<file path="config.mk">
export PLATFORM = sky130hd
export DESIGN_NAME = keypad_code_alarm_controller_flat
export DESIGN_NICKNAME = d
export VERILOG_FILES = /design/src/rtl/kca_pkg.sv /design/src/rtl/kca_item_if.sv /design/src/rtl/kca_result_if.sv /design/src/rtl/kca_cfg_if.sv /design/src/rtl/kca_cfg_regs.sv /design/src/rtl/kca_input_stage.sv /design/src/rtl/kca_event_core.sv /design/src/rtl/keypad_code_alarm_controller.sv /design/src/flat_wrapper.sv
export SDC_FILE = /design/constraint.sdc
export NUM_CORES = 1
export LEC_CHECK = 0
export BUFFER_PORTS_ARGS = -buffer_cell sky130_fd_sc_hd__buf_4
export CORE_AREA = 2 2 128 193
export CTS_BUF_LIST = sky130_fd_sc_hd__clkbuf_4
export DETAILED_ROUTE_END_ITERATION = 10
export DIE_AREA = 0 0 130 195
export HOLD_SLACK_MARGIN = 0.06
export PLACE_DENSITY = 0.51
export SYNTH_ARGS = -nofsm -noshare
export SYNTH_HDL_FRONTEND = slang
export SYNTH_HIERARCHICAL = 1
export SYNTH_SLANG_ARGS = --single-unit
</file>
<file path="constraint.sdc">
create_clock -name clk -period 3.25 [get_ports clk]
set_clock_uncertainty 0.2 [all_clocks]
set_input_delay 0.4875 -clock clk [delete_from_list [all_inputs] [get_ports clk]]
set_output_delay 0.4875 -clock clk [all_outputs]
set_load 0.01 [all_outputs]
</file>
<file path="src/rtl/kca_pkg.sv">
// ----------------------------------------------------------------------------
// kca_pkg: shared types and constants of the keypad code alarm controller
// Op codes, event codes, mode encoding, reset values and the code compare.
// ----------------------------------------------------------------------------
package kca_pkg;

  localparam int OP_W       = 3;
  localparam int CHAR_W     = 8;
  localparam int SMOKE_W    = 12;
  localparam int MODE_W     = 2;
  localparam int EVENT_W    = 3;
  localparam int CODE_W     = 32;
  localparam int CFG_IDX_W  = 1;
  localparam int SLOT_W     = 2;

  // op codes
  localparam logic [OP_W-1:0] OP_KEY        = 3'd0;
  localparam logic [OP_W-1:0] OP_SMOKE      = 3'd1;
  localparam logic [OP_W-1:0] OP_MOTION     = 3'd2;
  localparam logic [OP_W-1:0] OP_SERIAL     = 3'd3;
  localparam logic [OP_W-1:0] OP_LINE_ERR   = 3'd4;
  localparam logic [OP_W-1:0] OP_TIMEOUT    = 3'd5;

  // event codes
  localparam logic [EVENT_W-1:0] EV_NONE     = 3'd0;
  localparam logic [EVENT_W-1:0] EV_ARMED    = 3'd1;
  localparam logic [EVENT_W-1:0] EV_DISARMED = 3'd2;
  localparam logic [EVENT_W-1:0] EV_PANIC    = 3'd3;
  localparam logic [EVENT_W-1:0] EV_WRONG    = 3'd4;
  localparam logic [EVENT_W-1:0] EV_SMOKE    = 3'd5;
  localparam logic [EVENT_W-1:0] EV_MOTION   = 3'd6;
  localparam logic [EVENT_W-1:0] EV_LINE_ERR = 3'd7;

  // output mode codes
  localparam logic [MODE_W-1:0] MODE_CODE_OFF     = 2'd0;
  localparam logic [MODE_W-1:0] MODE_CODE_ARMED   = 2'd1;
  localparam logic [MODE_W-1:0] MODE_CODE_RINGING = 2'd2;

  // configuration register indexes
  localparam logic [CFG_IDX_W-1:0] REG_ACCESS_CODE     = 1'd0;
  localparam logic [CFG_IDX_W-1:0] REG_SMOKE_THRESHOLD = 1'd1;

  localparam logic [CODE_W-1:0]  ACCESS_CODE_RESET     = 32'h3132_3334; // "1234"
  localparam logic [SMOKE_W-1:0] SMOKE_THRESHOLD_RESET = 12'h744;
  localparam logic [CHAR_W-1:0]  PANIC_KEY             = 8'h2A;        // '*'
  localparam logic [CHAR_W-1:0]  NULL_KEY              = 8'h00;

  typedef enum logic [2:0] {
    MODE_OFF     = 3'b001,
    MODE_ARMED   = 3'b010,
    MODE_RINGING = 3'b100
  } mode_t;

  typedef logic [3:0][CHAR_W-1:0] char_buf_t;

  typedef struct packed {
    logic [OP_W-1:0]    op;
    logic [CHAR_W-1:0]  char_in;
    logic [SMOKE_W-1:0] smoke_sample;
  } item_t;

  typedef struct packed {
    logic  valid;
    item_t item;
  } stage_t;

  typedef struct packed {
    logic [CODE_W-1:0]  access_code;
    logic [SMOKE_W-1:0] smoke_threshold;
  } cfg_t;

  function automatic logic [MODE_W-1:0] mode_code(input mode_t m);
    logic [MODE_W-1:0] c;
    case (m)
      MODE_ARMED:   c = MODE_CODE_ARMED;
      MODE_RINGING: c = MODE_CODE_RINGING;
      default:      c = MODE_CODE_OFF;
    endcase
    return c;
  endfunction

  // entry 0 holds the first character, compared with code bits 31..24
  function automatic logic code_match(input char_buf_t buf_in,
                                      input logic [CODE_W-1:0] code);
    logic ok;
    ok = 1'b1;
    for (int i = 0; i < 4; i++) begin
      if (buf_in[i] != code[CODE_W-1-CHAR_W*i -: CHAR_W]) ok = 1'b0;
    end
    return ok;
  endfunction

endpackage

</file>
<file path="src/rtl/kca_item_if.sv">
// ----------------------------------------------------------------------------
// kca_item_if: input event channel
// One transaction carries one event item.
// ----------------------------------------------------------------------------
interface kca_item_if;
  logic                       valid;
  logic                       ready;
  logic [kca_pkg::OP_W-1:0]    op;
  logic [kca_pkg::CHAR_W-1:0]  char_in;
  logic [kca_pkg::SMOKE_W-1:0] smoke_sample;

  modport source (output valid, output op, output char_in, output smoke_sample,
                  input ready);
  modport sink   (input valid, input op, input char_in, input smoke_sample,
                  output ready);
endinterface

</file>
<file path="src/rtl/kca_result_if.sv">
// ----------------------------------------------------------------------------
// kca_result_if: result channel
// One transaction carries the alarm status after one event.
// ----------------------------------------------------------------------------
interface kca_result_if;
  logic                       valid;
  logic                       ready;
  logic [kca_pkg::MODE_W-1:0]  alarm_mode;
  logic [kca_pkg::EVENT_W-1:0] event_code;
  logic                       siren_on;
  logic                       armed_lamp;

  modport source (output valid, output alarm_mode, output event_code,
                  output siren_on, output armed_lamp, input ready);
  modport sink   (input valid, input alarm_mode, input event_code,
                  input siren_on, input armed_lamp, output ready);
endinterface

</file>
<file path="src/rtl/kca_cfg_if.sv">
// ----------------------------------------------------------------------------
// kca_cfg_if: configuration write channel
// One transaction writes one register by index.
// ----------------------------------------------------------------------------
interface kca_cfg_if;
  logic                          valid;
  logic                          ready;
  logic [kca_pkg::CFG_IDX_W-1:0] index;
  logic [kca_pkg::CODE_W-1:0]    data;

  modport source (output valid, output index, output data, input ready);
  modport sink   (input valid, input index, input data, output ready);
endinterface

</file>
<file path="src/rtl/kca_cfg_regs.sv">
// ----------------------------------------------------------------------------
// kca_cfg_regs: configuration registers
// Access code and smoke threshold, written through the config channel.
// ----------------------------------------------------------------------------
module kca_cfg_regs (
  input  logic            clk,
  input  logic            rst,
  kca_cfg_if.sink         cfg,
  output kca_pkg::cfg_t   regs
);
  import kca_pkg::*;

  assign cfg.ready = 1'b1;

  always_ff @(posedge clk) begin
    if (rst) begin
      regs.access_code     <= ACCESS_CODE_RESET;
      regs.smoke_threshold <= SMOKE_THRESHOLD_RESET;
    end else if (cfg.valid) begin
      case (cfg.index)
        REG_ACCESS_CODE:     regs.access_code     <= cfg.data;
        REG_SMOKE_THRESHOLD: regs.smoke_threshold <= cfg.data[SMOKE_W-1:0];
        default: ;
      endcase
    end
  end

endmodule

</file>
<file path="src/rtl/kca_input_stage.sv">
// ----------------------------------------------------------------------------
// kca_input_stage: input register
// Captures one event per cycle; holds it while the result side stalls.
// ----------------------------------------------------------------------------
module kca_input_stage (
  input  logic            clk,
  input  logic            rst,
  kca_item_if.sink        item,
  input  logic            advance,
  output kca_pkg::stage_t stage
);
  import kca_pkg::*;

  // free when empty or when the held item moves on this cycle
  assign item.ready = !stage.valid || advance;

  always_ff @(posedge clk) begin
    if (rst) begin
      stage.valid <= 1'b0;
    end else if (item.ready) begin
      stage.valid <= item.valid;
    end
  end

  always_ff @(posedge clk) begin
    if (item.ready && item.valid) begin
      stage.item.op           <= item.op;
      stage.item.char_in      <= item.char_in;
      stage.item.smoke_sample <= item.smoke_sample;
    end
  end

endmodule

</file>
<file path="src/rtl/kca_event_core.sv">
// ----------------------------------------------------------------------------
// kca_event_core: alarm state and result register
// Applies one event to mode, siren and code buffers; registers the result.
// ----------------------------------------------------------------------------
module kca_event_core (
  input  logic            clk,
  input  logic            rst,
  input  kca_pkg::stage_t stage,
  input  kca_pkg::cfg_t   regs,
  output logic            advance,
  kca_result_if.source    result
);
  import kca_pkg::*;

  mode_t                mode;
  logic                 siren;
  char_buf_t            key_store;
  logic [SLOT_W-1:0]    key_slot;
  char_buf_t            serial_store;
  logic [SLOT_W-1:0]    serial_slot;

  mode_t                mode_next;
  logic                 siren_next;
  char_buf_t            key_store_next;
  logic [SLOT_W-1:0]    key_slot_next;
  char_buf_t            serial_store_next;
  logic [SLOT_W-1:0]    serial_slot_next;
  logic [EVENT_W-1:0]   event_next;
  logic                 load;
  logic                 panic;

  assign advance = !result.valid || result.ready;
  assign load    = stage.valid && advance;

  always_comb begin
    mode_next         = mode;
    siren_next        = siren;
    key_store_next    = key_store;
    key_slot_next     = key_slot;
    serial_store_next = serial_store;
    serial_slot_next  = serial_slot;
    event_next        = EV_NONE;
    panic             = 1'b0;

    case (stage.item.op)
      OP_KEY: begin
        if (stage.item.char_in != NULL_KEY) begin
          key_store_next[key_slot] = stage.item.char_in;
          // two '*' in a row; never checked at the first slot
          panic = (key_slot != '0) && (stage.item.char_in == PANIC_KEY) &&
                  (key_store[key_slot - SLOT_W'(1)] == PANIC_KEY);
          if (panic) begin
            mode_next     = MODE_RINGING;
            event_next    = EV_PANIC;
            key_slot_next = '0;
          end else begin
            if (key_slot == '1) begin
              if (code_match(key_store_next, regs.access_code)) begin
                if (mode == MODE_OFF) begin
                  mode_next  = MODE_ARMED;
                  event_next = EV_ARMED;
                end else begin
                  mode_next  = MODE_OFF;
                  siren_next = 1'b0;
                  event_next = EV_DISARMED;
                end
              end else begin
                event_next = EV_WRONG;
              end
            end
            key_slot_next = key_slot + SLOT_W'(1);
          end
        end
      end
      OP_SMOKE, OP_MOTION: begin
        if ((stage.item.op == OP_MOTION ||
             stage.item.smoke_sample > regs.smoke_threshold) &&
            mode == MODE_ARMED) begin
          mode_next  = MODE_RINGING;
          siren_next = 1'b1;
          event_next = (stage.item.op == OP_SMOKE) ? EV_SMOKE : EV_MOTION;
        end
      end
      OP_SERIAL: begin
        serial_store_next[serial_slot] = stage.item.char_in;
        serial_slot_next               = serial_slot + SLOT_W'(1);
        // wrong serial code stays silent
        if (serial_slot == '1 &&
            code_match(serial_store_next, regs.access_code)) begin
          if (mode == MODE_OFF) begin
            mode_next  = MODE_ARMED;
            event_next = EV_ARMED;
          end else begin
            mode_next  = MODE_OFF;
            siren_next = 1'b0;
            event_next = EV_DISARMED;
          end
        end
      end
      OP_LINE_ERR: event_next = EV_LINE_ERR;
      OP_TIMEOUT:  key_slot_next = '0;
      default: ;
    endcase
  end

  always_ff @(posedge clk) begin
    if (rst) begin
      mode         <= MODE_OFF;
      siren        <= 1'b0;
      key_store    <= '0;
      key_slot     <= '0;
      serial_store <= '0;
      serial_slot  <= '0;
      result.valid <= 1'b0;
    end else begin
      if (load) begin
        mode         <= mode_next;
        siren        <= siren_next;
        key_store    <= key_store_next;
        key_slot     <= key_slot_next;
        serial_store <= serial_store_next;
        serial_slot  <= serial_slot_next;
      end
      if (advance) result.valid <= stage.valid;
    end
  end

  always_ff @(posedge clk) begin
    if (load) begin
      result.alarm_mode <= mode_code(mode_next);
      result.event_code <= event_next;
      result.siren_on   <= siren_next;
      result.armed_lamp <= (mode_next != MODE_OFF);
    end
  end

  // siren only ever sounds while ringing
  a_siren_ringing: assert property (@(posedge clk) disable iff (rst)
    siren |-> mode == MODE_RINGING)
    else $error("siren on outside ringing mode");

  // a panic clears the key slot
  a_panic_slot: assert property (@(posedge clk) disable iff (rst)
    (load && panic) |=> key_slot == '0)
    else $error("key slot not cleared after panic");

  // an arm event reports armed mode with the lamp lit
  a_arm_result: assert property (@(posedge clk) disable iff (rst)
    (result.valid && result.event_code == EV_ARMED) |->
      (result.alarm_mode == MODE_CODE_ARMED && result.armed_lamp))
    else $error("arm event with wrong mode");

  // a disarm event reports off with siren stopped
  a_disarm_result: assert property (@(posedge clk) disable iff (rst)
    (result.valid && result.event_code == EV_DISARMED) |->
      (result.alarm_mode == MODE_CODE_OFF && !result.siren_on &&
       !result.armed_lamp))
    else $error("disarm event with siren or mode left on");

  // state moves only together with a result
  a_state_hold: assert property (@(posedge clk) disable iff (rst)
    !load |=> $stable(mode) && $stable(key_slot) && $stable(serial_slot))
    else $error("state changed without an item");

endmodule

</file>
<file path="src/rtl/keypad_code_alarm_controller.sv">
// ----------------------------------------------------------------------------
// keypad_code_alarm_controller: security alarm mode controller
// Keypad and serial code entry, panic, smoke and motion triggering.
// ----------------------------------------------------------------------------
// Each item is registered in the input stage, then its result in the result register.
// Throughput: one item per cycle while results are read, set by the single event stage.
// The input register takes a new item while a finished result waits unread, if it is empty.
// Reset (rst, synchronous): alarm off, siren off, code buffers and slots zero,
// access code "1234", smoke threshold 0x744, both channels empty.
module keypad_code_alarm_controller (
  input  logic        clk,
  input  logic        rst,
  kca_item_if.sink     item,
  kca_result_if.source result,
  kca_cfg_if.sink      cfg
);
  import kca_pkg::*;

  cfg_t   regs;
  stage_t stage;
  logic   advance;

  // register file; writes must arrive only while the block is idle (not enforced here)
  kca_cfg_regs u_cfg_regs (
    .clk  (clk),
    .rst  (rst),
    .cfg  (cfg),
    .regs (regs)
  );

  // input register, stalls together with the result register
  kca_input_stage u_input_stage (
    .clk     (clk),
    .rst     (rst),
    .item    (item),
    .advance (advance),
    .stage   (stage)
  );

  // mode, siren and code buffers; one transaction updates them and loads
  // the result register in the same cycle
  kca_event_core u_event_core (
    .clk     (clk),
    .rst     (rst),
    .stage   (stage),
    .regs    (regs),
    .advance (advance),
    .result  (result)
  );

endmodule
</file>
<file path="src/flat_wrapper.sv">
// flat-port wrapper written by rule: the top's interface ports become plain ports
module keypad_code_alarm_controller_flat import kca_pkg::*;
  (clk, rst, item_valid, item_op, item_char_in, item_smoke_sample, item_ready, result_valid, result_alarm_mode, result_event_code, result_siren_on, result_armed_lamp, result_ready, cfg_valid, cfg_index, cfg_data, cfg_ready);
  kca_item_if item_i ();
  kca_result_if result_i ();
  kca_cfg_if cfg_i ();
  input  logic clk;
  input  logic rst;
  input wire logic [$bits(item_i.valid)-1:0] item_valid;
  input wire logic [$bits(item_i.op)-1:0] item_op;
  input wire logic [$bits(item_i.char_in)-1:0] item_char_in;
  input wire logic [$bits(item_i.smoke_sample)-1:0] item_smoke_sample;
  output wire logic [$bits(item_i.ready)-1:0] item_ready;
  output wire logic [$bits(result_i.valid)-1:0] result_valid;
  output wire logic [$bits(result_i.alarm_mode)-1:0] result_alarm_mode;
  output wire logic [$bits(result_i.event_code)-1:0] result_event_code;
  output wire logic [$bits(result_i.siren_on)-1:0] result_siren_on;
  output wire logic [$bits(result_i.armed_lamp)-1:0] result_armed_lamp;
  input wire logic [$bits(result_i.ready)-1:0] result_ready;
  input wire logic [$bits(cfg_i.valid)-1:0] cfg_valid;
  input wire logic [$bits(cfg_i.index)-1:0] cfg_index;
  input wire logic [$bits(cfg_i.data)-1:0] cfg_data;
  output wire logic [$bits(cfg_i.ready)-1:0] cfg_ready;
  assign item_i.valid = item_valid;
  assign item_i.op = item_op;
  assign item_i.char_in = item_char_in;
  assign item_i.smoke_sample = item_smoke_sample;
  assign item_ready = item_i.ready;
  assign result_valid = result_i.valid;
  assign result_alarm_mode = result_i.alarm_mode;
  assign result_event_code = result_i.event_code;
  assign result_siren_on = result_i.siren_on;
  assign result_armed_lamp = result_i.armed_lamp;
  assign result_i.ready = result_ready;
  assign cfg_i.valid = cfg_valid;
  assign cfg_i.index = cfg_index;
  assign cfg_i.data = cfg_data;
  assign cfg_ready = cfg_i.ready;
  keypad_code_alarm_controller u_core (.clk(clk), .rst(rst), .item(item_i), .result(result_i), .cfg(cfg_i));
endmodule
</file>
* Word level (Yosys, flattened, before mapping)
Index checks and enable logic that the tools add are counted.
** Word-level totals
- Register bits :: 148
- Bits of input ports :: 61
** Cells by class
- Add/subtract/negate cells :: 3
- Magnitude comparators :: 6
- Eq/ne operators :: 23
- Multiplexer cells :: 50
- Bitwise operators :: 1
- Reductions and logical operators :: 23
** Operator list (count)
- bitwise mux 32 bit :: 2
- != test 8 bit :: 8
- two-way mux 3 bit :: 12
- demux 8 bit (select 2 bit) :: 2
- two-way mux 8 bit :: 3
- two-way mux 1 bit :: 20
- binary-select mux 8 bit (select 2 bit) :: 1
- == test 8 x 6 -> 1 bit, second input constant :: 2
- == test 3 x 2 -> 1 bit, second input constant :: 4
- greater-than comparator 12 bit :: 1
- case mux 3 bit (4 select lines) :: 1
- two-way mux 2 bit :: 5
- == test 3 bit, second input constant :: 3
- < comparator 2 x 3 -> 1 bit, second input constant :: 3
- case mux 3 bit (3 select lines) :: 1
- logical AND 1 bit :: 8
- case mux 2 bit (2 select lines) :: 2
- nonzero test 8 bit :: 1
- == test 3 x 1 -> 1 bit, second input constant :: 2
- AND reduction 2 bit :: 3
- AND reduction 3 bit :: 2
- adder 2 x 1 -> 2 bit, second input constant :: 2
- == test 2 bit, second input constant :: 2
- >= comparator 2 x 1 -> 1 bit, second input constant :: 2
- other kinds (10) :: 14

* Logic depth before layout (Yosys ltp)
Gate-level depths: netlist of the first run.
- Depth after elaboration :: 21
- Gate-level depth with buffers :: 12

* Modules after synthesis
The synthesis of the first run kept the hierarchy.
** Modules (own cells, without submodules)
- kca_event_core :: instances 1, cells an instance 621, area each 5328.9 um2, sequential area each 1631.6 um2
- kca_cfg_regs :: instances 1, cells an instance 187, area each 1865.5 um2, sequential area each 880.8 um2
- kca_input_stage :: instances 1, cells an instance 28, area each 745.7 um2, sequential area each 710.7 um2

* Worst setup path after synthesis of the first run
No wires, ideal clock.
- Path type :: register to register
- Start :: register u_core.u_event_core.key_slot[0]
- End :: register u_core.u_event_core.result.alarm_mode[0] (data pin)
- Library setup time :: 269 ps
- Arrival time :: 2478 ps
- Data required time :: 2781 ps
- Path slack :: 302 ps
- Stages on the path, launching flop included :: 12
- Buffers on the path :: 1
- Period minus slack after synthesis :: 2948 ps
- Cells stage by stage :: dfxtp_1 inv_1 ha_1 buf_6 mux2i_1 xor2_1 nand4_1 nor4_4 nand4_1 a2111oi_2 a32oi_1 nor4b_2
** On the way
- Cells in the longest elaborated chain, start to end :: 21
** RTL lines
- from (decl) :: RTL line kca_event_core.sv:18 : logic [SLOT_W-1:0] key_slot;
- from (signal assigned) :: RTL line kca_event_core.sv:120 : key_slot <= key_slot_next;
- < comparator 2 x 3 -> 1 bit (not written as such) or >= comparator 2 x 1 -> 1 bit (tied branches) :: RTL line kca_event_core.sv:48 : key_store_next[key_slot] = stage.item.char_in;
- logical AND 1 bit (not written as such) :: RTL line kca_event_core.sv:48
- two-way mux 8 bit (not written as such) :: RTL line kca_event_core.sv:48
- demux 8 bit (select 2 bit) :: RTL line kca_event_core.sv:48
- bitwise mux 32 bit :: RTL line kca_event_core.sv:48
- != test 8 bit :: RTL line kca_pkg.sv:88 : if (buf_in[i] != code[CODE_W-1-CHAR_W*i -: CHAR_W]) ok = 1'b0;
- two-way mux 1 bit (4 in a row) :: RTL line kca_pkg.sv:88
- two-way mux 1 bit :: RTL line kca_event_core.sv:57 : if (key_slot == '1) begin
- (+2 left out)
- two-way mux 1 bit :: RTL line kca_event_core.sv:45 : case (stage.item.op)
- two-way mux 3 bit :: RTL line kca_event_core.sv:58 : if (code_match(key_store_next, regs.access_code)) begin
- two-way mux 3 bit :: RTL line kca_event_core.sv:57
- two-way mux 3 bit (*) :: RTL line kca_event_core.sv:52 : if (panic) begin
- two-way mux 3 bit (*) :: RTL line kca_event_core.sv:47 : if (stage.item.char_in != NULL_KEY) begin
- case mux 3 bit (3 select lines) (*) :: RTL line kca_event_core.sv:45
- == test 3 bit or == test 3 x 2 -> 1 bit (tied branches) :: RTL line kca_pkg.sv:74 : case (m)
- case mux 2 bit (2 select lines) (*) :: RTL line kca_pkg.sv:74
- to (signal assigned) :: RTL line kca_event_core.sv:130 : result.alarm_mode <= mode_code(mode_next);
- to (decl) :: RTL line kca_result_if.sv:13 : modport source (output valid, output alarm_mode, output event_code,
Every way passes the cells marked *; elsewhere a longest branch is shown, timed or not. The select of a mux whose other input is x is not followed.
A chain may end at the register's enable or synchronous reset.

* Final worst setup path of the first run
Same ends and word-level chain as after synthesis.

==> impl_metrics.prom, run 1 <==
# TYPE chip_impl_metric gauge
chip_impl_metric{name="hold_path_depth",unit=""} 3
chip_impl_metric{name="yosysWarnings",unit=""} 6
chip_impl_metric{name="max-clock-path-buffers",unit=""} 2
chip_impl_metric{name="dp_hpwl",unit="microns"} 16500
chip_impl_metric{name="grt_pass1_wl",unit="microns"} 35900
chip_impl_info{name="failed_checks",value="negative setup slack"} 1
chip_impl_info{name="beginning_of_the_worst_hold_path",value="cfg_index"} 1
chip_impl_info{name="crit_slowest_cell",value="sky130_fd_sc_hd__a2111oi_4"} 1
chip_impl_metric{name="cts.sink_count",unit=""} 146
chip_impl_metric{name="max_freq",unit="MHz"} 296
chip_impl_info{name="most-common-layout-cells",value="115 x sky130_fd_sc_hd__mux2i_1, 114 x sky130_fd_sc_hd__dfxtp_1, 110 x sky130_fd_sc_hd__buf_4"} 1
chip_impl_metric{name="final_critical_path_setup_slack",unit="ns"} -0.129
chip_impl_metric{name="num_vias",unit=""} 6525
chip_impl_metric{name="synthDistinctLibCells",unit=""} 64
chip_impl_metric{name="switching_power",unit="mW"} 0.998
chip_impl_info{name="crit_path_end_kind",value="flop"} 1
chip_impl_metric{name="detail_route.wl_per_cell",unit="microns"} 17.7
chip_impl_metric{name="ios",unit=""} 71
chip_impl_metric{name="area_of_the_die",unit="sq um"} 25400
chip_impl_info{name="timing.rr.start",value="u_core/u_event_core/key_slot[0]"} 1
chip_impl_metric{name="place.port_buffers",unit=""} 69
chip_impl_metric{name="grt_max_degree",unit=""} 80
chip_impl_metric{name="cp_max_fo",unit=""} 6
chip_impl_metric{name="die_height",unit="microns"} 195
chip_impl_metric{name="fin_total_pwr",unit="mW"} 3.84
chip_impl_metric{name="routed_wirelength",unit="microns"} 23100
chip_impl_metric{name="grt_antenna_before_repair",unit=""} 1
chip_impl_metric{name="timing.setup.tns",unit="ns"} -0.309
chip_impl_metric{name="gate_count_post_synth",unit=""} 836
chip_impl_metric{name="relSlewSlack",unit="%"} 47.0
chip_impl_info{name="top_layer",value="met4"} 1
chip_impl_metric{name="synth_top_cell_area_share",unit="%"} 29.2
chip_impl_metric{name="final-max-slew-violation-count",unit=""} 0
chip_impl_metric{name="synth_enable_flop_cells",unit=""} 30
chip_impl_metric{name="die_width",unit="microns"} 130
chip_impl_metric{name="cp_slowest_stage_delay",unit="ns"} 0.50
chip_impl_metric{name="met2_wirelength",unit="microns"} 12500
chip_impl_metric{name="synthesis.nets",unit=""} 917
chip_impl_metric{name="cell_row_count",unit=""} 69
chip_impl_metric{name="power_frac_clock",unit="%"} 36.0
chip_impl_metric{name="finalHoldViolations",unit=""} 0
chip_impl_info{name="holdCritPathClass",value="input pin to flop"} 1
chip_impl_info{name="regToRegEndpoint",value="u_core/u_event_core/result.alarm_mode[0]"} 1
chip_impl_metric{name="timing.final.crit_period",unit="ns"} 3.38
chip_impl_metric{name="detail_route.iter0.violations",unit=""} 337
chip_impl_metric{name="dr.pass1.iters",unit=""} 5
chip_impl_info{name="critical_path.endpoint",value="u_core/u_event_core/result.alarm_mode[0]"} 1
chip_impl_metric{name="cts_made_buffers",unit=""} 17
chip_impl_metric{name="reg2reg_slack",unit="ns"} -0.13
chip_impl_metric{name="tightest_slew",unit="ns"} 0.795
chip_impl_info{name="synth.area.top_cells",value="sky130_fd_sc_hd__dfxtp_1 29%, sky130_fd_sc_hd__mux2i_1 15%, sky130_fd_sc_hd__edfxtp_1 11%"} 1
chip_impl_info{name="crit_type",value="flop to flop"} 1
chip_impl_metric{name="clkLatencyLatePin",unit="ns"} 0.59
chip_impl_metric{name="pre_cts_slack",unit="ns"} -0.191
chip_impl_metric{name="drcViolationCount",unit=""} 0
chip_impl_metric{name="reg2reg_depth",unit=""} 11
chip_impl_metric{name="area_growth_syn_to_layout",unit="%"} 28.0
chip_impl_metric{name="power.internal",unit="mW"} 2.84
chip_impl_metric{name="route.detailed.vias_per_inst",unit=""} 4.99
chip_impl_info{name="clockRootBuffer",value="sky130_fd_sc_hd__clkbuf_4"} 1
chip_impl_metric{name="global_route.overflow_total",unit=""} 0
chip_impl_metric{name="clk_pin_slew_worst_paths",unit="ns"} 0.15
chip_impl_metric{name="via_count_of_the_first_global_routing_pass",unit=""} 6636
chip_impl_metric{name="placeableCoreArea",unit="sq um"} 23600
chip_impl_metric{name="switching_share",unit="%"} 26.0
chip_impl_metric{name="ys_seq_elements",unit=""} 146
chip_impl_info{name="crit_path_cell_trace",value="clkinvlp_4, ha_4, buf_4, mux2i_1, xor2_1, nand4_1, nor4_4, nand4_1, a2111oi_4, a32oi_2, nor4b_2"} 1
chip_impl_metric{name="timing.critical_path.required",unit="ns"} 3.40
chip_impl_metric{name="nets",unit=""} 1055
chip_impl_metric{name="power.share.combinational",unit="%"} 12.9
chip_impl_info{name="most_used_cell_cp",value="sky130_fd_sc_hd__nand4_1"} 1
chip_impl_metric{name="finalWeightedCongestion",unit=""} 0.887
chip_impl_info{name="rsz0062_at_grt",value="true"} 1
chip_impl_metric{name="leakage",unit="nW"} 3.69
chip_impl_info{name="synth_area_leader_cell",value="sky130_fd_sc_hd__dfxtp_1"} 1
chip_impl_metric{name="seq_area_frac_synth",unit="%"} 40.6
chip_impl_metric{name="syn_avg_cell_area",unit="sq um"} 9.50
chip_impl_info{name="crit_path_start",value="u_core/u_event_core/key_slot[0]"} 1
chip_impl_metric{name="share_of_the_cycle_needed_by_the_critical_path_after_routing",unit="%"} 104
chip_impl_metric{name="dp.cells",unit=""} 1211
chip_impl_metric{name="irDropWorstVdd",unit="V"} 0.000298
chip_impl_metric{name="total_global_routing_track_utilization",unit="%"} 18.6
chip_impl_metric{name="detailroute.wirelength.met3",unit="microns"} 658
chip_impl_info{name="commonest_non_fill_non_tap_cell_in_the_layout",value="sky130_fd_sc_hd__mux2i_1"} 1
chip_impl_metric{name="setup-violations-final",unit=""} 3
chip_impl_metric{name="synthesis.area",unit="sq um"} 7940
chip_impl_metric{name="p_per_area",unit="nW/um^2"} 377
chip_impl_metric{name="sequentialPowerShare",unit="%"} 51.1
chip_impl_info{name="clock_tree_from_tritoncts",value="built"} 1
chip_impl_info{name="critical_path.startpoint_type",value="flop"} 1
chip_impl_metric{name="wl_met1",unit="microns"} 9240
chip_impl_metric{name="initial_utilization",unit="%"} 33.7
chip_impl_metric{name="detail-route-antenna-nets",unit=""} 0
chip_impl_metric{name="clock_tree.htree_level_count",unit=""} 4
chip_impl_info{name="primary_ff_master_synth",value="sky130_fd_sc_hd__dfxtp_1"} 1
chip_impl_info{name="outcome",value="complete, but fails checks"} 1
chip_impl_metric{name="stdcell_count",unit=""} 1307
chip_impl_metric{name="post_route_cells_drive_above_1_share",unit="%"} 19.5
chip_impl_metric{name="max-cap-violations",unit=""} 0
chip_impl_metric{name="synth-async-reset-ratio",unit="%"} 0
chip_impl_metric{name="worstPathArrival",unit="ns"} 3.53
chip_impl_metric{name="final_core_utilization",unit="%"} 43.1
[kinds of logic after synthesis]
family | Yosys count | share of synthesized area (%)
simple gates | 293 | 20.2
flops | 146 | 40.6
mux | 118 | 14.9
compound gates | 103 | 8.08
buf+inv | 89 | 5.80
xor+xnor | 66 | 7.28
fa+ha+maj | 20 | 3.15
other cells | 1 | 0.0472
[cells in the mapped netlist, types with 3 or more instances]
| cell | n |
|---|---|
| sky130_fd_sc_hd__nor3_1 | 9 |
| sky130_fd_sc_hd__and3_1 | 4 |
| sky130_fd_sc_hd__dfxtp_1 | 116 |
| sky130_fd_sc_hd__buf_2 | 22 |
| sky130_fd_sc_hd__and2_1 | 7 |
| sky130_fd_sc_hd__buf_6 | 9 |
| sky130_fd_sc_hd__mux2i_1 | 118 |
| sky130_fd_sc_hd__a31oi_1 | 5 |
| sky130_fd_sc_hd__xnor2_1 | 33 |
| sky130_fd_sc_hd__a32oi_1 | 4 |
| sky130_fd_sc_hd__o211ai_1 | 3 |
| sky130_fd_sc_hd__o21ai_1 | 12 |
| sky130_fd_sc_hd__nand2_1 | 50 |
| sky130_fd_sc_hd__xor2_1 | 33 |
| sky130_fd_sc_hd__inv_1 | 22 |
| sky130_fd_sc_hd__nand3_1 | 42 |
| sky130_fd_sc_hd__buf_4 | 4 |
| sky130_fd_sc_hd__nor4_1 | 15 |
| sky130_fd_sc_hd__a21oi_1 | 45 |
| sky130_fd_sc_hd__nand4_1 | 16 |
| sky130_fd_sc_hd__o21ai_0 | 11 |
| sky130_fd_sc_hd__nor2_1 | 80 |
| sky130_fd_sc_hd__a211oi_1 | 4 |
| sky130_fd_sc_hd__nor2b_1 | 4 |
| sky130_fd_sc_hd__edfxtp_1 | 30 |
| sky130_fd_sc_hd__nor4bb_1 | 3 |
| sky130_fd_sc_hd__nand4bb_1 | 11 |
| sky130_fd_sc_hd__or4bb_1 | 4 |
| sky130_fd_sc_hd__ha_1 | 20 |
| sky130_fd_sc_hd__clkbuf_1 | 27 |
| sky130_fd_sc_hd__nand2b_1 | 30 |
[how the worst min path moves through the flow]
stage / end
3_3_place_gp: u_core/u_event_core/serial_store[24]
5_1_grt: u_core/u_cfg_regs/regs[5]
2_1_floorplan: u_core/u_cfg_regs/regs[10]
6_report: u_core/u_cfg_regs/regs[5]
4_1_cts: u_core/u_cfg_regs/regs[4]
3_5_place_dp: u_core/u_event_core/serial_store[24]
[power by group through the flow]
stage	combinational (mW)	sequential, mW	clock [mW]
floorplan	0.264	1.98	0
global placement	0.428	2.00	0
detailed placement	0.430	2.00	0
CTS	0.488	1.96	1.43
global route	0.536	1.97	1.49
finish	0.494	1.96	1.38
[what timing repair did]
item | in CTS | in global routing
hold buffers | 57 | 0
setup buffers | 2 | 5
endpoints found under the setup margin | 4 | 7
gates resized for setup | 9 | 18
hold endpoints to repair | 68 | 0
pin swaps | 4 | 10
[metal layers]
layer / global-route usage, % / up-vias
met5: 0 / -
met2: 34.2 / 168
met1: 20.8 / 3104
li1: - / 3208
met4: 8.16 / 0
met3: 2.77 / 45
[sequential cells by signal, summed over array words and instances (netlist names), 2 cells and up]
name	count
u_core/u_cfg_regs/regs	44
u_core/u_event_core/key_store	32
u_core/u_event_core/serial_store	30
u_core/u_input_stage/stage	24
u_core/u_event_core/mode	3
u_core/u_event_core/result.event_code	3
u_core/u_event_core/key_slot	2
u_core/u_event_core/result.alarm_mode	2
u_core/u_event_core/serial_slot	2
[metrics by stage]
| stage | instance area [sq um] | hold WS (ns) |
|---|---|---|
| floorplan | 7940 | 0.235 |
| global placement | 9070 | 0.241 |
| detailed placement | 9070 | 0.246 |
| CTS | 10000 | 0.0685 |
| global route | 10200 | 0.0948 |
| finish | 10200 | 0.119 |
[worst max-delay path, delay by kind of cell (launching register included)]
family,cells,cell delay [ns]
and+or+nand+nor,4,1.06
AOI/OAI and AO/OA,2,0.62
muxes,1,0.18
xor gates and xnor gates,1,0.16
buffers and inverters,2,0.28
DFF,1,0.43
adders and majority gates,1,0.21
[area by class of cell]
type	count	area, sq um
Clock buffer	17	128
Inverter	24	93.8
Antenna cell	1	2.50
Fill cell	2326	13400
Clock inverter	15	213
Sequential cell	146	3230
Multi-Input combinational cell	601	4380
Tap cell	319	399
Timing Repair Buffer	184	1720
No activity file was read; power rests on OpenSTA's default activity.
==> inputs of run 2 (changes only) <==
--- a/config.mk
+++ b/config.mk
@@ -10,6 +10,7 @@
 export CTS_BUF_LIST = sky130_fd_sc_hd__clkbuf_4
 export DETAILED_ROUTE_END_ITERATION = 10
 export DIE_AREA = 0 0 130 195
+export GPL_TIMING_DRIVEN = 0
 export HOLD_SLACK_MARGIN = 0.06
 export PLACE_DENSITY = 0.51
 export SYNTH_ARGS = -nofsm -noshare
==> constraint.sdc (replaced) <==
create_clock -name clk -period 3.7 [get_ports clk]
set_clock_uncertainty 0.2 [all_clocks]
set_input_delay 0.555 -clock clk [delete_from_list [all_inputs] [get_ports clk]]
set_output_delay 0.555 -clock clk [all_outputs]
set_load 0.01 [all_outputs]
==> run 2 against run 1 <==
The flow now finishes without violations. Maximum frequency down 5.6%. Design area down 4.1%. Via count down 0.12%. Cell count up 0.84%. Flip-flop and latch count unchanged. Global-route usage up 1.3 points. Non-clock buffer count up 10. Critical path depth up 1. Core utilization down 1.8 points. Sequential power down 13%. Die area unchanged. Combinational power down 12%. Critical path type unchanged. Highest routed layer unchanged.
==> impl_metrics.prom, run 2 (same netlist as run 1, synthesis figures left out) <==
# TYPE chip_impl_metric gauge
chip_impl_metric{name="total_global_routing_track_utilization",unit="%"} 19.9
chip_impl_metric{name="grt_antenna_before_repair",unit=""} 2
chip_impl_metric{name="relSlewSlack",unit="%"} 45.0
chip_impl_metric{name="max-clock-path-buffers",unit=""} 2
chip_impl_metric{name="share_of_the_cycle_needed_by_the_critical_path_after_routing",unit="%"} 96.7
chip_impl_metric{name="dp_hpwl",unit="microns"} 18200
chip_impl_metric{name="final_critical_path_setup_slack",unit="ns"} 0.120
chip_impl_metric{name="finalWeightedCongestion",unit=""} 0.924
chip_impl_metric{name="leakage",unit="nW"} 3.53
chip_impl_metric{name="grt_max_degree",unit=""} 24
chip_impl_metric{name="cts.sink_count",unit=""} 146
chip_impl_metric{name="nets",unit=""} 1065
chip_impl_metric{name="initial_utilization",unit="%"} 33.7
chip_impl_info{name="crit_type",value="flop to flop"} 1
chip_impl_info{name="most-common-layout-cells",value="118 x sky130_fd_sc_hd__mux2i_1, 115 x sky130_fd_sc_hd__dfxtp_1, 79 x sky130_fd_sc_hd__nor2_1"} 1
chip_impl_metric{name="area_of_the_die",unit="sq um"} 25400
chip_impl_metric{name="die_width",unit="microns"} 130
chip_impl_metric{name="num_vias",unit=""} 6517
chip_impl_info{name="regToRegEndpoint",value="u_core/u_event_core/result.alarm_mode[0]"} 1
chip_impl_metric{name="cts_made_buffers",unit=""} 17
chip_impl_metric{name="fillCellCount",unit=""} 2352
chip_impl_info{name="rsz0062_at_grt",value="false"} 1
chip_impl_metric{name="largest_register_ff_count",unit=""} 44
chip_impl_metric{name="reg2reg_slack",unit="ns"} 0.12
chip_impl_info{name="crit_path_end_kind",value="flop"} 1
chip_impl_metric{name="place.port_buffers",unit=""} 69
chip_impl_info{name="commonest_non_fill_non_tap_cell_in_the_layout",value="sky130_fd_sc_hd__mux2i_1"} 1
chip_impl_info{name="timing.rr.start",value="u_core/u_event_core/key_slot[0]"} 1
chip_impl_metric{name="max-cap-violations",unit=""} 0
chip_impl_metric{name="routed_wirelength",unit="microns"} 24100
chip_impl_metric{name="timing.final.crit_period",unit="ns"} 3.58
chip_impl_metric{name="via_count_of_the_first_global_routing_pass",unit=""} 6657
chip_impl_metric{name="finalHoldViolations",unit=""} 0
chip_impl_metric{name="timing.critical_path.required",unit="ns"} 3.84
chip_impl_info{name="holdCritPathClass",value="input pin to flop"} 1
chip_impl_metric{name="reg2reg_depth",unit=""} 12
chip_impl_metric{name="ios",unit=""} 71
chip_impl_metric{name="detail-route-antenna-nets",unit=""} 0
chip_impl_info{name="min_to",value="u_core/u_cfg_regs/regs[26]"} 1
chip_impl_metric{name="global_route.overflow_total",unit=""} 0
chip_impl_metric{name="wl_met1",unit="microns"} 9310
chip_impl_metric{name="fin_total_pwr",unit="mW"} 3.11
chip_impl_metric{name="timing.setup.tns",unit="ns"} 0
chip_impl_metric{name="clkLatencyLatePin",unit="ns"} 0.59
chip_impl_metric{name="hold_path_depth",unit=""} 3
chip_impl_info{name="top_layer",value="met4"} 1
chip_impl_metric{name="drcViolationCount",unit=""} 0
chip_impl_metric{name="final-max-slew-violation-count",unit=""} 0
chip_impl_metric{name="met2_wirelength",unit="microns"} 13000
chip_impl_metric{name="p_per_area",unit="nW/um^2"} 319
chip_impl_metric{name="setup-violations-final",unit=""} 0
chip_impl_metric{name="cell_row_count",unit=""} 69
chip_impl_info{name="clockRootBuffer",value="sky130_fd_sc_hd__clkbuf_4"} 1
chip_impl_info{name="clock_tree_from_tritoncts",value="built"} 1
chip_impl_metric{name="max_freq",unit="MHz"} 279
chip_impl_metric{name="detail_route.wl_per_cell",unit="microns"} 18.3
chip_impl_info{name="outcome",value="finished clean"} 1
chip_impl_metric{name="die_height",unit="microns"} 195
chip_impl_metric{name="tightest_slew",unit="ns"} 0.822
chip_impl_metric{name="clock_tree.htree_level_count",unit=""} 4
chip_impl_metric{name="worstPathArrival",unit="ns"} 3.72
chip_impl_info{name="registers.top_by_ff_count",value="u_core/u_cfg_regs/regs"} 1
chip_impl_metric{name="cp_max_fo",unit=""} 10
chip_impl_metric{name="area_growth_syn_to_layout",unit="%"} 22.8
chip_impl_metric{name="placeableCoreArea",unit="sq um"} 23600
chip_impl_metric{name="dr.pass1.iters",unit=""} 5
chip_impl_metric{name="route.detailed.vias_per_inst",unit=""} 4.94
chip_impl_metric{name="detail_route.iter0.violations",unit=""} 303
chip_impl_info{name="critical_path.startpoint_type",value="flop"} 1
chip_impl_metric{name="irDropWorstVdd",unit="V"} 0.000201
chip_impl_info{name="top_regs",value="u_core/u_cfg_regs/regs x44, u_core/u_event_core/key_store x32, u_core/u_event_core/serial_store x30"} 1
chip_impl_info{name="beginning_of_the_worst_hold_path",value="cfg_valid"} 1
chip_impl_metric{name="clk_pin_slew_worst_paths",unit="ns"} 0.15
chip_impl_metric{name="grt_pass1_wl",unit="microns"} 37400
chip_impl_metric{name="detailroute.wirelength.met3",unit="microns"} 588
chip_impl_metric{name="pre_cts_slack",unit="ns"} -0.0593
chip_impl_metric{name="post_route_cells_drive_above_1_share",unit="%"} 15.7
-- run 2: changes by cell type in the layout (fill, tap and decap cells not counted), sizes merged --
cell	before	now
clkbuf	17	43
buf	127	109
bufinv	5	1
inv	23	27
clkinv	10	7
clkinvlp	1	4
dlygate4sd3	57	59
diode	1	2
-- run 2: worst max-delay path by stage --
| stage | slack [ns] | cells after the start | from | endpoint |
|---|---|---|---|---|
| after floorplan | 0.75 | 11 | u_core/u_event_core/key_slot[0] | u_core/u_event_core/result.alarm_mode[0] |
| after global placement | -0.08 | 10 | u_core/u_event_core/key_slot[0] | u_core/u_event_core/result.alarm_mode[0] |
| after detailed placement | -0.06 | 10 | u_core/u_event_core/key_slot[0] | u_core/u_event_core/result.alarm_mode[0] |
| after CTS | 0.009 | 10 | u_core/u_input_stage/stage[16] | u_core/u_event_core/result.alarm_mode[0] |
| after global routing | 0.02 | 12 | u_core/u_event_core/key_slot[0] | u_core/u_event_core/result.alarm_mode[0] |
| final | 0.12 | 12 | u_core/u_event_core/key_slot[0] | u_core/u_event_core/result.alarm_mode[0] |
-- run 2: stage by stage --
step | hold slack, ns | instances | util (%) | instance area, sq um
detailed placement | 0.247 | 1224 | 37.6 | 8860
global placement | 0.242 | 1224 | 37.6 | 8860
finish | 0.152 | 1318 | 41.4 | 9750
floorplan | 0.235 | 836 | - | 7940
CTS | 0.0750 | 1315 | 41.2 | 9710
global route | 0.0868 | 1318 | 41.4 | 9750
-- run 2: power by group --
group / internal, mW / total (mW) / switching (mW)
clock: 0.337 / 0.962 / 0.625
combinational: 0.204 / 0.433 / 0.230
sequential: 1.67 / 1.71 / 0.0421
-- run 2: layout make-up --
cell class / instances / area (sq um) / area share, %
Antenna cell: 2 / 5.00 / 0.0513
Buffer: 64 / 368 / 3.77
Clock buffer: 17 / 128 / 1.31
Clock inverter: 15 / 131 / 1.35
Inverter: 24 / 90.1 / 0.924
Multi-Input combinational cell: 601 / 4280 / 43.9
Sequential cell: 146 / 3230 / 33.1
Tap cell: 319 / 399 / 4.09
Timing Repair Buffer: 130 / 1120 / 11.5
-- run 2: worst max-delay path, cell delays in order (launching register included) --
cell,delay [ns]
sky130_fd_sc_hd__dfxtp_4,0.41
sky130_fd_sc_hd__inv_1,0.13
sky130_fd_sc_hd__ha_1,0.18
sky130_fd_sc_hd__buf_6,0.17
sky130_fd_sc_hd__mux2i_1,0.24
sky130_fd_sc_hd__xor2_1,0.33
sky130_fd_sc_hd__nand4_1,0.24
sky130_fd_sc_hd__nor4_4,0.25
sky130_fd_sc_hd__buf_4,0.17
sky130_fd_sc_hd__nand4_1,0.20
sky130_fd_sc_hd__a2111oi_4,0.45
sky130_fd_sc_hd__a32oi_1,0.15
sky130_fd_sc_hd__nor4b_2,0.20
-- run 2: what timing repair did --
item	in CTS	in global routing
buffers inserted	0	2
hold endpoints to repair	68	0
endpoints found under the setup margin	3	2
pin swaps	0	2
resized for setup	1	6
hold buffers	59	0
-- run 2: per-layer routing --
layer	track usage (%)	up-vias
met1	21.3	3080
met3	3.32	51
met5	0	-
met4	11.5	0
li1	-	3248
met2	36.0	138
